[src/rtl/b64_pkg.sv]
`timescale 1ns / 1ps
// Package for the base64 encoder: the group record passed from the front end
// to the character back end, the padding code and the alphabet lookup.
package b64_pkg;

    localparam logic [7:0] C_PAD_CHAR   = 8'h3D;
    localparam logic [1:0] C_LAST_SLOT  = 2'd3;

    // Count of real bytes in a group, less one.
    typedef enum logic [1:0] {
        GRP_ONE   = 2'd0,
        GRP_TWO   = 2'd1,
        GRP_THREE = 2'd2
    } t_grp_size;

    typedef struct packed {
        logic [23:0] word;
        t_grp_size   size;
        logic        last;
    } t_group;

    // Maps a 6-bit value onto the standard base64 alphabet.
    function automatic logic [7:0] f_b64_char(input logic [5:0] v);
        logic [7:0] wide;
        wide = {2'b00, v};
        if (v < 6'd26) begin
            return 8'h41 + wide;
        end else if (v < 6'd52) begin
            return 8'h61 + wide - 8'd26;
        end else if (v < 6'd62) begin
            return 8'h30 + wide - 8'd52;
        end else if (v == 6'd62) begin
            return 8'h2B;
        end else begin
            return 8'h2F;
        end
    endfunction

endpackage

[src/rtl/b64_if.sv]
`timescale 1ns / 1ps
// Valid/ready channel interfaces of the base64 encoder: the byte input
// channel and the character output channel. No dependencies.
interface b64_in_if;
    logic       valid;
    logic       ready;
    logic [7:0] data_byte;
    logic       last_byte;

    modport source (output valid, output data_byte, output last_byte, input ready);
    modport sink   (input valid, input data_byte, input last_byte, output ready);
endinterface

interface b64_out_if;
    logic       valid;
    logic       ready;
    logic [7:0] char_code;
    logic       group_end;
    logic       message_end;

    modport source (output valid, output char_code, output group_end,
                    output message_end, input ready);
    modport sink   (input valid, input char_code, input group_end,
                    input message_end, output ready);
endinterface

[src/rtl/b64_front.sv]
`timescale 1ns / 1ps
// Front end of the base64 encoder: gathers bytes into groups of up to three.
// Depends on b64_pkg for the group record.
module b64_front (
    input  logic               i_clk,
    input  logic               i_rst_n,
    input  logic               i_valid,
    input  logic [7:0]         i_data_byte,
    input  logic               i_last_byte,
    input  logic               i_full,
    output logic               o_ready,
    output logic               o_push,
    output b64_pkg::t_group    o_group
);
    import b64_pkg::*;

    logic [15:0] r_pend;
    logic [1:0]  r_cnt;
    logic [15:0] n_pend;
    logic [1:0]  n_cnt;
    logic        w_accept;
    logic        w_hold;

    assign o_ready  = !i_full;
    assign w_accept = i_valid && o_ready;
    // The byte only waits when it neither ends the message nor completes a group.
    assign w_hold   = !i_last_byte && (r_cnt != 2'd2);

    always_comb begin
        n_pend = r_pend;
        n_cnt  = r_cnt;
        o_push = 1'b0;
        o_group.last = i_last_byte;
        case (r_cnt)
            2'd0: begin
                o_group.word = {i_data_byte, 16'h0000};
                o_group.size = GRP_ONE;
            end
            2'd1: begin
                o_group.word = {r_pend[15:8], i_data_byte, 8'h00};
                o_group.size = GRP_TWO;
            end
            default: begin
                o_group.word = {r_pend, i_data_byte};
                o_group.size = GRP_THREE;
            end
        endcase
        if (w_accept) begin
            if (w_hold) begin
                if (r_cnt == 2'd0) begin
                    n_pend = {i_data_byte, 8'h00};
                end else begin
                    n_pend = {r_pend[15:8], i_data_byte};
                end
                n_cnt = r_cnt + 2'd1;
            end else begin
                o_push = 1'b1;
                n_pend = 16'h0000;
                n_cnt  = 2'd0;
            end
        end
    end

    always_ff @(posedge i_clk) begin
        if (!i_rst_n) begin
            r_cnt  <= 2'd0;
            r_pend <= 16'h0000;
        end else begin
            r_cnt  <= n_cnt;
            r_pend <= n_pend;
        end
    end

endmodule

[src/rtl/b64_queue.sv]
`timescale 1ns / 1ps
// Two-entry queue of groups between the front end and the back end.
// Depends on b64_pkg for the group record.
module b64_queue (
    input  logic               i_clk,
    input  logic               i_rst_n,
    input  logic               i_push,
    input  b64_pkg::t_group    i_group,
    input  logic               i_pop,
    output logic               o_full,
    output logic               o_empty,
    output b64_pkg::t_group    o_group
);
    import b64_pkg::*;

    t_group      r_mem [2];
    logic        r_wr_ptr;
    logic        r_rd_ptr;
    logic [1:0]  r_count;

    assign o_full  = (r_count == 2'd2);
    assign o_empty = (r_count == 2'd0);
    assign o_group = r_mem[r_rd_ptr];

    always_ff @(posedge i_clk) begin
        if (i_push) begin
            r_mem[r_wr_ptr] <= i_group;
        end
    end

    always_ff @(posedge i_clk) begin
        if (!i_rst_n) begin
            r_wr_ptr <= 1'b0;
            r_rd_ptr <= 1'b0;
            r_count  <= 2'd0;
        end else begin
            if (i_push) begin
                r_wr_ptr <= !r_wr_ptr;
            end
            if (i_pop) begin
                r_rd_ptr <= !r_rd_ptr;
            end
            case ({i_push, i_pop})
                2'b10:   r_count <= r_count + 2'd1;
                2'b01:   r_count <= r_count - 2'd1;
                default: r_count <= r_count;
            endcase
        end
    end

endmodule

[src/rtl/b64_back.sv]
`timescale 1ns / 1ps
// Back end of the base64 encoder: turns a group into four characters, one per
// cycle unless the output stalls, into an output register. Depends on b64_pkg.
module b64_back (
    input  logic               i_clk,
    input  logic               i_rst_n,
    input  logic               i_empty,
    input  b64_pkg::t_group    i_group,
    output logic               o_pop,
    input  logic               i_ready,
    output logic               o_valid,
    output logic [7:0]         o_char_code,
    output logic               o_group_end,
    output logic               o_message_end
);
    import b64_pkg::*;

    t_group      r_grp;
    logic        r_busy;
    logic [1:0]  r_idx;
    logic        r_valid;
    logic [7:0]  r_char;
    logic        r_gend;
    logic        r_mend;
    logic        w_load;
    logic        w_emit;
    logic [5:0]  w_slice;
    logic [7:0]  w_char;
    logic        w_pad;

    // The output register takes a new character whenever it is empty or drained.
    assign w_load = !r_valid || i_ready;
    assign w_emit = r_busy && w_load;
    assign o_pop  = !i_empty && (!r_busy || (w_emit && r_idx == C_LAST_SLOT));

    always_comb begin
        case (r_idx)
            2'd0:    w_slice = r_grp.word[23:18];
            2'd1:    w_slice = r_grp.word[17:12];
            2'd2:    w_slice = r_grp.word[11:6];
            default: w_slice = r_grp.word[5:0];
        endcase
        w_pad  = ((r_idx == 2'd2) && (r_grp.size == GRP_ONE)) ||
                 ((r_idx == C_LAST_SLOT) && (r_grp.size != GRP_THREE));
        w_char = w_pad ? C_PAD_CHAR : f_b64_char(w_slice);
    end

    always_ff @(posedge i_clk) begin
        if (o_pop) begin
            r_grp <= i_group;
        end
        if (w_emit) begin
            r_char <= w_char;
            r_gend <= (r_idx == C_LAST_SLOT);
            r_mend <= (r_idx == C_LAST_SLOT) && r_grp.last;
        end
    end

    always_ff @(posedge i_clk) begin
        if (!i_rst_n) begin
            r_busy  <= 1'b0;
            r_idx   <= 2'd0;
            r_valid <= 1'b0;
        end else begin
            if (w_load) begin
                r_valid <= w_emit;
            end
            if (o_pop) begin
                r_busy <= 1'b1;
                r_idx  <= 2'd0;
            end else if (w_emit) begin
                r_idx <= r_idx + 2'd1;
                if (r_idx == C_LAST_SLOT) begin
                    r_busy <= 1'b0;
                end
            end
        end
    end

    assign o_valid       = r_valid;
    assign o_char_code   = r_char;
    assign o_group_end   = r_gend;
    assign o_message_end = r_mend;

endmodule

[src/rtl/base64_encoder.sv]
`timescale 1ns / 1ps
// Streaming base64 encoder (standard alphabet, '=' padded), top level.
// Depends on b64_pkg, b64_if, b64_front, b64_queue and b64_back.
//
// Channels: i_in carries one message byte per beat with last_byte marking the
// final byte of the message; o_out carries one ASCII character per beat, with
// group_end on the fourth character of each group and message_end on the
// fourth character of the group holding the last byte. Both use valid/ready.
//
// The front end gathers up to two bytes; the third byte, or a byte flagged
// last, closes a group that goes into a two-entry queue. The back end pops a
// group and writes its four characters into the output register, one per
// cycle unless o_out stalls. A group is held in the queue, then in the back
// end's group register, before its characters reach the output register.
//
// Each group yields four characters and the single output register port sets
// the pace; the next group is popped as the last character is emitted.
// Input beats are taken every cycle until the queue holds two groups.
// A synchronous low i_rst_n drops any pending bytes and queued groups.
// When the receiver stalls, the output character holds, the back end waits,
// and the queue then fills so that i_in.ready falls; nothing is lost.
module base64_encoder (
    input  logic          i_clk,
    input  logic          i_rst_n,
    b64_in_if.sink        i_in,
    b64_out_if.source     o_out
);
    import b64_pkg::*;

    t_group w_front_grp;
    t_group w_queue_grp;
    logic   w_push;
    logic   w_pop;
    logic   w_full;
    logic   w_empty;

    b64_front u_front (
        .i_clk       (i_clk),
        .i_rst_n     (i_rst_n),
        .i_valid     (i_in.valid),
        .i_data_byte (i_in.data_byte),
        .i_last_byte (i_in.last_byte),
        .i_full      (w_full),
        .o_ready     (i_in.ready),
        .o_push      (w_push),
        .o_group     (w_front_grp)
    );

    b64_queue u_queue (
        .i_clk   (i_clk),
        .i_rst_n (i_rst_n),
        .i_push  (w_push),
        .i_group (w_front_grp),
        .i_pop   (w_pop),
        .o_full  (w_full),
        .o_empty (w_empty),
        .o_group (w_queue_grp)
    );

    b64_back u_back (
        .i_clk         (i_clk),
        .i_rst_n       (i_rst_n),
        .i_empty       (w_empty),
        .i_group       (w_queue_grp),
        .o_pop         (w_pop),
        .i_ready       (o_out.ready),
        .o_valid       (o_out.valid),
        .o_char_code   (o_out.char_code),
        .o_group_end   (o_out.group_end),
        .o_message_end (o_out.message_end)
    );

endmodule
[src/flat_wrapper.sv]
// flat-port wrapper written by rule: the top's interface ports become plain ports
module base64_encoder_flat import b64_pkg::*;
  (i_clk, i_rst_n, i_in_valid, i_in_data_byte, i_in_last_byte, i_in_ready, o_out_valid, o_out_char_code, o_out_group_end, o_out_message_end, o_out_ready);
  b64_in_if i_in_i ();
  b64_out_if o_out_i ();
  input  logic i_clk;
  input  logic i_rst_n;
  input wire logic [$bits(i_in_i.valid)-1:0] i_in_valid;
  input wire logic [$bits(i_in_i.data_byte)-1:0] i_in_data_byte;
  input wire logic [$bits(i_in_i.last_byte)-1:0] i_in_last_byte;
  output wire logic [$bits(i_in_i.ready)-1:0] i_in_ready;
  output wire logic [$bits(o_out_i.valid)-1:0] o_out_valid;
  output wire logic [$bits(o_out_i.char_code)-1:0] o_out_char_code;
  output wire logic [$bits(o_out_i.group_end)-1:0] o_out_group_end;
  output wire logic [$bits(o_out_i.message_end)-1:0] o_out_message_end;
  input wire logic [$bits(o_out_i.ready)-1:0] o_out_ready;
  assign i_in_i.valid = i_in_valid;
  assign i_in_i.data_byte = i_in_data_byte;
  assign i_in_i.last_byte = i_in_last_byte;
  assign i_in_ready = i_in_i.ready;
  assign o_out_valid = o_out_i.valid;
  assign o_out_char_code = o_out_i.char_code;
  assign o_out_group_end = o_out_i.group_end;
  assign o_out_message_end = o_out_i.message_end;
  assign o_out_i.ready = o_out_ready;
  base64_encoder u_core (.i_clk(i_clk), .i_rst_n(i_rst_n), .i_in(i_in_i), .o_out(o_out_i));
endmodule
[config.mk]
export PLATFORM = sky130hd
export DESIGN_NAME = base64_encoder_flat
export DESIGN_NICKNAME = d
export VERILOG_FILES = /design/src/rtl/b64_pkg.sv /design/src/rtl/b64_if.sv /design/src/rtl/b64_front.sv /design/src/rtl/b64_queue.sv /design/src/rtl/b64_back.sv /design/src/rtl/base64_encoder.sv /design/src/flat_wrapper.sv
export SDC_FILE = /design/constraint.sdc
export NUM_CORES = 1
export LEC_CHECK = 0
export BUFFER_PORTS_ARGS = -buffer_cell sky130_fd_sc_hd__buf_2
export CAP_MARGIN = 0
export CORE_UTILIZATION = 65
export DETAILED_ROUTE_END_ITERATION = 10
export HOLD_SLACK_MARGIN = 0.12
export PLACE_DENSITY = 0.84
export SYNTH_ARGS = -nofsm -noshare
export SYNTH_HDL_FRONTEND = slang
export SYNTH_SLANG_ARGS = --single-unit
[constraint.sdc]
create_clock -name i_clk -period 10.1 [get_ports i_clk]
set_input_delay 2.02 -clock i_clk [delete_from_list [all_inputs] [get_ports i_clk]]
set_output_delay 2.02 -clock i_clk [all_outputs]
set_load 0.02 [all_outputs]
=== Yosys cells after proc, flatten, opt, wreduce, memory -nomap -nowiden ===
Memories as Yosys holds them, arrays and structs flattened. A register that Yosys moved wholly into a read port is not among the register bits.
Cells that the tools add are included.

* RAM bits: 54
* Bits of input ports: 13
* Flip-flop bits (word level): 36
* Output and inout bits: 12
* Word-level logic and storage cells: 82
* Memories: 1

* Reduce and logical (&&, ||, !) cells: 28
* Multiplexer cells: 17
* Bitwise operators: 1
* Add/subtract/negate cells: 9
* Eq/ne operators: 11
* $lt $le $gt $ge: 3

{| class="wikitable"
|+ Memories
! memory !! depth !! bits a word !! read ports !! clocked after memory_dff !! write ports !! line !! text
|-
| u_core.u_queue.r_mem || 2 || 27 || 1 || 1 || 1 || b64_queue.sv:16 || <nowiki>t_group r_mem [2];</nowiki>
|}

{| class="wikitable"
|+ Operator list
! kind !! count
|-
| one-hot mux 26 bit (2 select lines) || 1
|-
| two-way mux 16 bit || 2
|-
| two-way mux 8 bit || 3
|-
| one-hot mux 6 bit (3 select lines) || 1
|-
| adder 7 x 6 -> 8 bit (first input constant) || 2
|-
| < comparator 6 bit (second input constant) || 2
|-
| equality test 2 bit (second input constant) || 4
|-
| logical AND 1 bit || 8
|-
| zero test 2 bit || 4
|-
| subtractor 7 x 6 -> 8 bit (second input constant) || 1
|-
| subtractor 8 x 5 -> 8 bit (second input constant) || 1
|-
| adder 6 x 6 -> 7 bit (first input constant) || 1
|-
| zero test 1 bit || 7
|-
| two-way mux 1 bit || 7
|-
| adder 2 x 1 -> 2 bit (second input constant) || 3
|-
| equality test 2 x 1 -> 1 bit (second input constant) || 3
|-
| equality test 6 bit (second input constant) || 1
|-
| < comparator 6 x 5 -> 1 bit (second input constant) || 1
|-
| nonzero test 2 bit || 3
|-
| inequality test 2 bit (second input constant) || 2
|-
| one-hot mux 2 bit (2 select lines) || 1
|-
| AND reduction 2 bit || 2
|-
| logical OR 1 bit || 3
|-
| two-way mux 3 bit || 1
|-
| other kinds (5) || 5
|}

=== Longest topological paths before layout ===
* Depth after elaboration: 8
* Mapped depth: 9
* Depth with buffers taken out: 9

=== Modules after synthesis ===
From an unflattened synthesis, not the netlist that was laid out.

* Cell total of the unflattened synthesis: 374
* Area total of the unflattened synthesis: 5104.9 um^2

{| class="wikitable"
|+ By module, submodules not included
! module !! times used !! sequential area each (um^2) !! cells each !! area an instance (um^2)
|-
| b64_queue || 1 || 1721.7 || 106 || 2159.6
|-
| b64_back || 1 || 1191.1 || 139 || 1853.0
|-
| b64_front || 1 || 360.3 || 129 || 1092.3
|}

=== Worst setup path after synthesis ===
No wires, ideal clock.

* Path kind: input -> register
* Start point: in o_out_ready
* End point: reg u_core.u_queue.r_count[1]
* Path buffers: 0
* Setup slack: 5.581 ns
* Stages on the path: 6
* Arrival time: 4.443 ns
* Setup time: 0.076 ns
* Data required time: 10.024 ns
* Cells stage by stage: nand2b_1 -> a21oi_1 -> nor2_1 -> ha_1 -> or3_1 -> a21boi_0

* Cells in the longest elaborated chain, start to end: 7
* Elaborated cells on any way between the ends: 9
* Those cells by class: eq/ne: 2; mux: 1; reduce/logical: 6

{| class="wikitable"
|+ RTL lines
! item !! line !! text
|-
| start, declared || flat_wrapper.sv:16 || <nowiki>input wire logic [$bits(o_out_i.ready)-1:0] o_out_ready;</nowiki>
|-
| logical OR 1 bit (*) || b64_back.sv:32 || <nowiki>assign w_load = !r_valid || i_ready;</nowiki>
|-
| logical AND 1 bit (*) || b64_back.sv:33 || <nowiki>assign w_emit = r_busy && w_load;</nowiki>
|-
| logical AND 1 bit (*) || b64_back.sv:34 || <nowiki>assign o_pop = !i_empty && (!r_busy || (w_emit && r_idx == C_LAST_SLOT));</nowiki>
|-
| logical OR 1 bit (*) || b64_back.sv:34 ||
|-
| logical AND 1 bit (*) || b64_back.sv:34 ||
|-
| named net u_core.u_back.o_pop || b64_back.sv:9 || <nowiki>output logic o_pop,</nowiki>
|-
| equality test 2 x 1 -> 1 bit or equality test 2 bit (tied branches) || b64_queue.sv:43 || <nowiki>case ({i_push, i_pop})</nowiki>
|-
| one-hot mux 2 bit (2 select lines) or nonzero test 2 bit (tied branches) || n/a ||
|-
| end signal, assigned || b64_queue.sv:44 || <nowiki>2'b10: r_count <= r_count + 2'd1;</nowiki>
|-
| end signal, assigned || b64_queue.sv:45 || <nowiki>2'b01: r_count <= r_count - 2'd1;</nowiki>
|-
| end signal, assigned || b64_queue.sv:46 || <nowiki>default: r_count <= r_count;</nowiki>
|-
| end, declared || b64_queue.sv:19 || <nowiki>logic [1:0] r_count;</nowiki>
|}

Mark *: on every way through the listed nets, which the timed path passes. The rest lies on a longest branch.
A chain may end at the register's enable or synchronous reset.

=== Worst setup path in the final report ===
Ends and elaborated chain as after synthesis.

==> results.sh <==
export IMPL_status="finished clean"
export IMPL_synth_distinct_cells=50
export IMPL_cts_setup_buffers=0
export IMPL_ys_ff_latch=117
export IMPL_coreArea_um2=7370
export IMPL_fin_tns_setup_ps=0
export IMPL_synth_warnings=0
export IMPL_rsz0062_at_grt="no"
export IMPL_p_per_area_nw_per_um2=320
export IMPL_drt_total_wl_um=9250
export IMPL_crit_path_max_fanout=29
export IMPL_hold_viol=0
export IMPL_antennaDiodeCount=0
export IMPL_vdd_drop_max_mv=0.160
export IMPL_path_class="primary input to flop"
export IMPL_fin_crit_sh_pct=33.3
export IMPL_power_leakage_nw=2.08
export IMPL_via_per_inst=5.98
export IMPL_met3_usage_pct=6.68
export IMPL_numCtsBuffers=17
export IMPL_die_h_um=90.0
export IMPL_hold_path_class="flop to flop"
export IMPL_synth_compound_area_share_pct=12.8
export IMPL_grt_max_degree=30
export IMPL_synth_adder_area_share_pct=2.71
export IMPL_clkTransAtPathRegs_ps=60
export IMPL_start_util_pct=68.3
export IMPL_final_cell_mix="edfxtp_1, mux2_2, dfxtp_1"
export IMPL_synth_enable_flop_cells=91
export IMPL_clkSinkCount=117
export IMPL_drc=0
export IMPL_grt_busiest_layer="met2"
export IMPL_synthSimpleGateAreaFrac_pct=9.23
export IMPL_insertion_delay_ps=510
export IMPL_cp_end_kind="flop"
export IMPL_clk_path_buf_depth=2
export IMPL_cts_resized=0
export IMPL_fmaxAchievable_ghz=0.297
export IMPL_wire_per_inst_um=18.3
export IMPL_skew_ps=5.48
export IMPL_dieWidth_um=90.0
export IMPL_tightest_slew_ps=1240
export IMPL_cts_tree="yes"
export IMPL_r2r_setup_slack_ps=7350
export IMPL_gp_congestion=0.896
export IMPL_syn_to_final_growth_pct=16.0
export IMPL_synth_top_family_by_area="compound AO/OA/AOI/OAI gates"
export IMPL_io_pins=25
export IMPL_use_met2_pct=41.4
export IMPL_synth_xor_area_share_pct=1.04
export IMPL_r2r_end="u_core.u_queue.r_count[1]$_SDFFE_PN0P_"
export IMPL_via_count=3026
export IMPL_antenna_found_initial=0
export IMPL_track_usage_pct=24.8
export IMPL_crit_arrival_ps=3800
export IMPL_fin_total_pwr_mw=1.87
export IMPL_ff2ff_path_depth=7
export IMPL_r2r_start="u_core.u_back.r_idx[1]$_SDFFE_PP0P_"
export IMPL_drt_pass1_iter_count=5
export IMPL_port_buffers=24
export IMPL_nNetsFinal=417
export IMPL_grt_pass1_vias=3025
export IMPL_cp_startpoint="o_out_ready"
export IMPL_setup_viol=0
export IMPL_syn_nets=385
export IMPL_dp_hpwl_um=5760
export IMPL_yosysSeqAreaShare_pct=64.7
export IMPL_placed_area_um2=5230
export IMPL_critPathLaunchType="primary input"
export IMPL_clockRootBuffer="clkbuf_8"
export IMPL_drv_cap=0
export IMPL_holdBufCountCts=0
export IMPL_required_ps=10530
export IMPL_dieArea_um2=8100
export IMPL_async_flop_share_pct=0
export IMPL_fin_crit_ps=3370
export IMPL_final_common_cell="edfxtp_1"
export IMPL_drive_gt1_share_pct=25.3
export IMPL_grt_pass1_wl_um=15100
export IMPL_syn_avg_cell_area_um2=13.9
export IMPL_max_slew_margin_pct=17.2
export IMPL_final_antenna_net_count=0
export IMPL_grt_overflow_total=0
export IMPL_rows=31
export IMPL_nFillCells=415
export IMPL_final_core_utilization_pct=79.2
export IMPL_crit_end="u_core.u_queue.r_count[1]$_SDFFE_PN0P_"
export IMPL_syn_area_um2=5030
export IMPL_drv_slew=0
export IMPL_drt_initial_drc_count=211
export IMPL_synthMuxAreaShare_pct=6.84
export IMPL_design_area_um2=5840
export IMPL_grt_util_met1_pct=30.9
export IMPL_synth_flop_cell="edfxtp_1"
export IMPL_synthCells=362
export IMPL_cts_htree_levels=4
-- synth_stat cells, drive strengths merged (9+ instances only) --
cell | count | area [um2]
o21ai | 15 | 75.1
nor2b | 19 | 119
dfxtp | 26 | 521
nand2 | 17 | 63.8
nor2 | 11 | 41.3
nand2b | 11 | 68.8
ha | 10 | 125
mux2 | 29 | 334
clkbuf | 9 | 33.8
a22o | 12 | 118
a22oi | 25 | 201
a21oi | 10 | 50.1
edfxtp | 91 | 2730
and2 | 13 | 81.3
inv | 16 | 60.1
-- stage by stage --
step | hold WS (ps) | std cells | setup WS (ps)
6_report | 481 | 506 | 6730
5_1_grt | 517 | 506 | 6610
4_1_cts | 482 | 506 | 6720
3_5_place_dp | 474 | 474 | 6200
3_3_place_gp | 467 | 474 | 6340
2_1_floorplan | 456 | 362 | 5580
-- metal layers --
metal / vias to the layer above / wire (um)
met5: - / 0
met3: 23 / 427
met4: 0 / 206
met2: 105 / 4650
li1: 1433 / -
met1: 1465 / 3970
-- critical path, cell delays in order --
cell and delay (ps):
buf_2 100, nand2b_1 150, a21oi_1 280, nor2_2 70, buf_4 250, ha_1 370, or3_1 380, a21boi_0 180
-- how the worst min path moves through the flow --
stage               depth (start not counted)                                    to                            startpoint
finish                                      2  u_core.u_front.r_cnt[1]$_SDFFE_PN0P_  u_core.u_front.r_cnt[1]$_SDFFE_PN0P_
floorplan                                   2    u_core.u_back.o_valid$_SDFFE_PN0N_     u_core.u_back.r_busy$_SDFFE_PN0P_
global placement                            2    u_core.u_back.o_valid$_SDFFE_PN0N_     u_core.u_back.r_busy$_SDFFE_PN0P_
global route                                2  u_core.u_front.r_cnt[1]$_SDFFE_PN0P_  u_core.u_front.r_cnt[1]$_SDFFE_PN0P_
CTS                                         2  u_core.u_front.r_cnt[1]$_SDFFE_PN0P_  u_core.u_front.r_cnt[1]$_SDFFE_PN0P_
detailed placement                          2  u_core.u_front.r_cnt[1]$_SDFFE_PN0P_  u_core.u_front.r_cnt[1]$_SDFFE_PN0P_
-- sequential cells by signal (all words and copies together), names as in the netlist --
name	cells
u_core.u_back.o_valid	1
u_core.u_back.r_idx	2
u_core.u_back.r_grp	27
u_core.u_queue.r_mem	54
u_core.u_back.o_message_end	1
u_core.u_queue.r_wr_ptr	1
u_core.u_back.r_busy	1
u_core.u_back.o_group_end	1
u_core.u_front.r_pend	16
u_core.u_front.r_cnt	2
u_core.u_queue.r_count	2
u_core.u_queue.r_rd_ptr	1
u_core.u_back.o_char_code	8
-- layout make-up --
class | count | area (um2) | area share, %
Sequential cell | 117 | 3250 | 55.7
Multi-Input combinational cell | 215 | 1650 | 28.3
Clock buffer | 18 | 428 | 7.33
Clock inverter | 14 | 175 | 3.00
Timing Repair Buffer | 27 | 143 | 2.44
Tap cell | 99 | 124 | 2.12
Inverter | 16 | 60.1 | 1.03
-- kinds of logic (layout without fill, tap and decap cells) --
kind of cell             Yosys count  in the layout
XOR/XNOR                           6              6
adder cells (fa/ha/maj)           11             11
other                              1              1
AND/OR/NAND/NOR                   84             84
multiplexers                      30             30
AO/OA/AOI/OAI                     83             83
buffers and inverters             30             75
flip-flops                       117            117
-- report_power, final --
part	switching [mW]	internal [mW]
logic	0.340	0.213
registers	0.0459	0.667
clock network	0.217	0.385
total	0.602	1.26
Note: power is estimated with default switching activity, not from simulation.
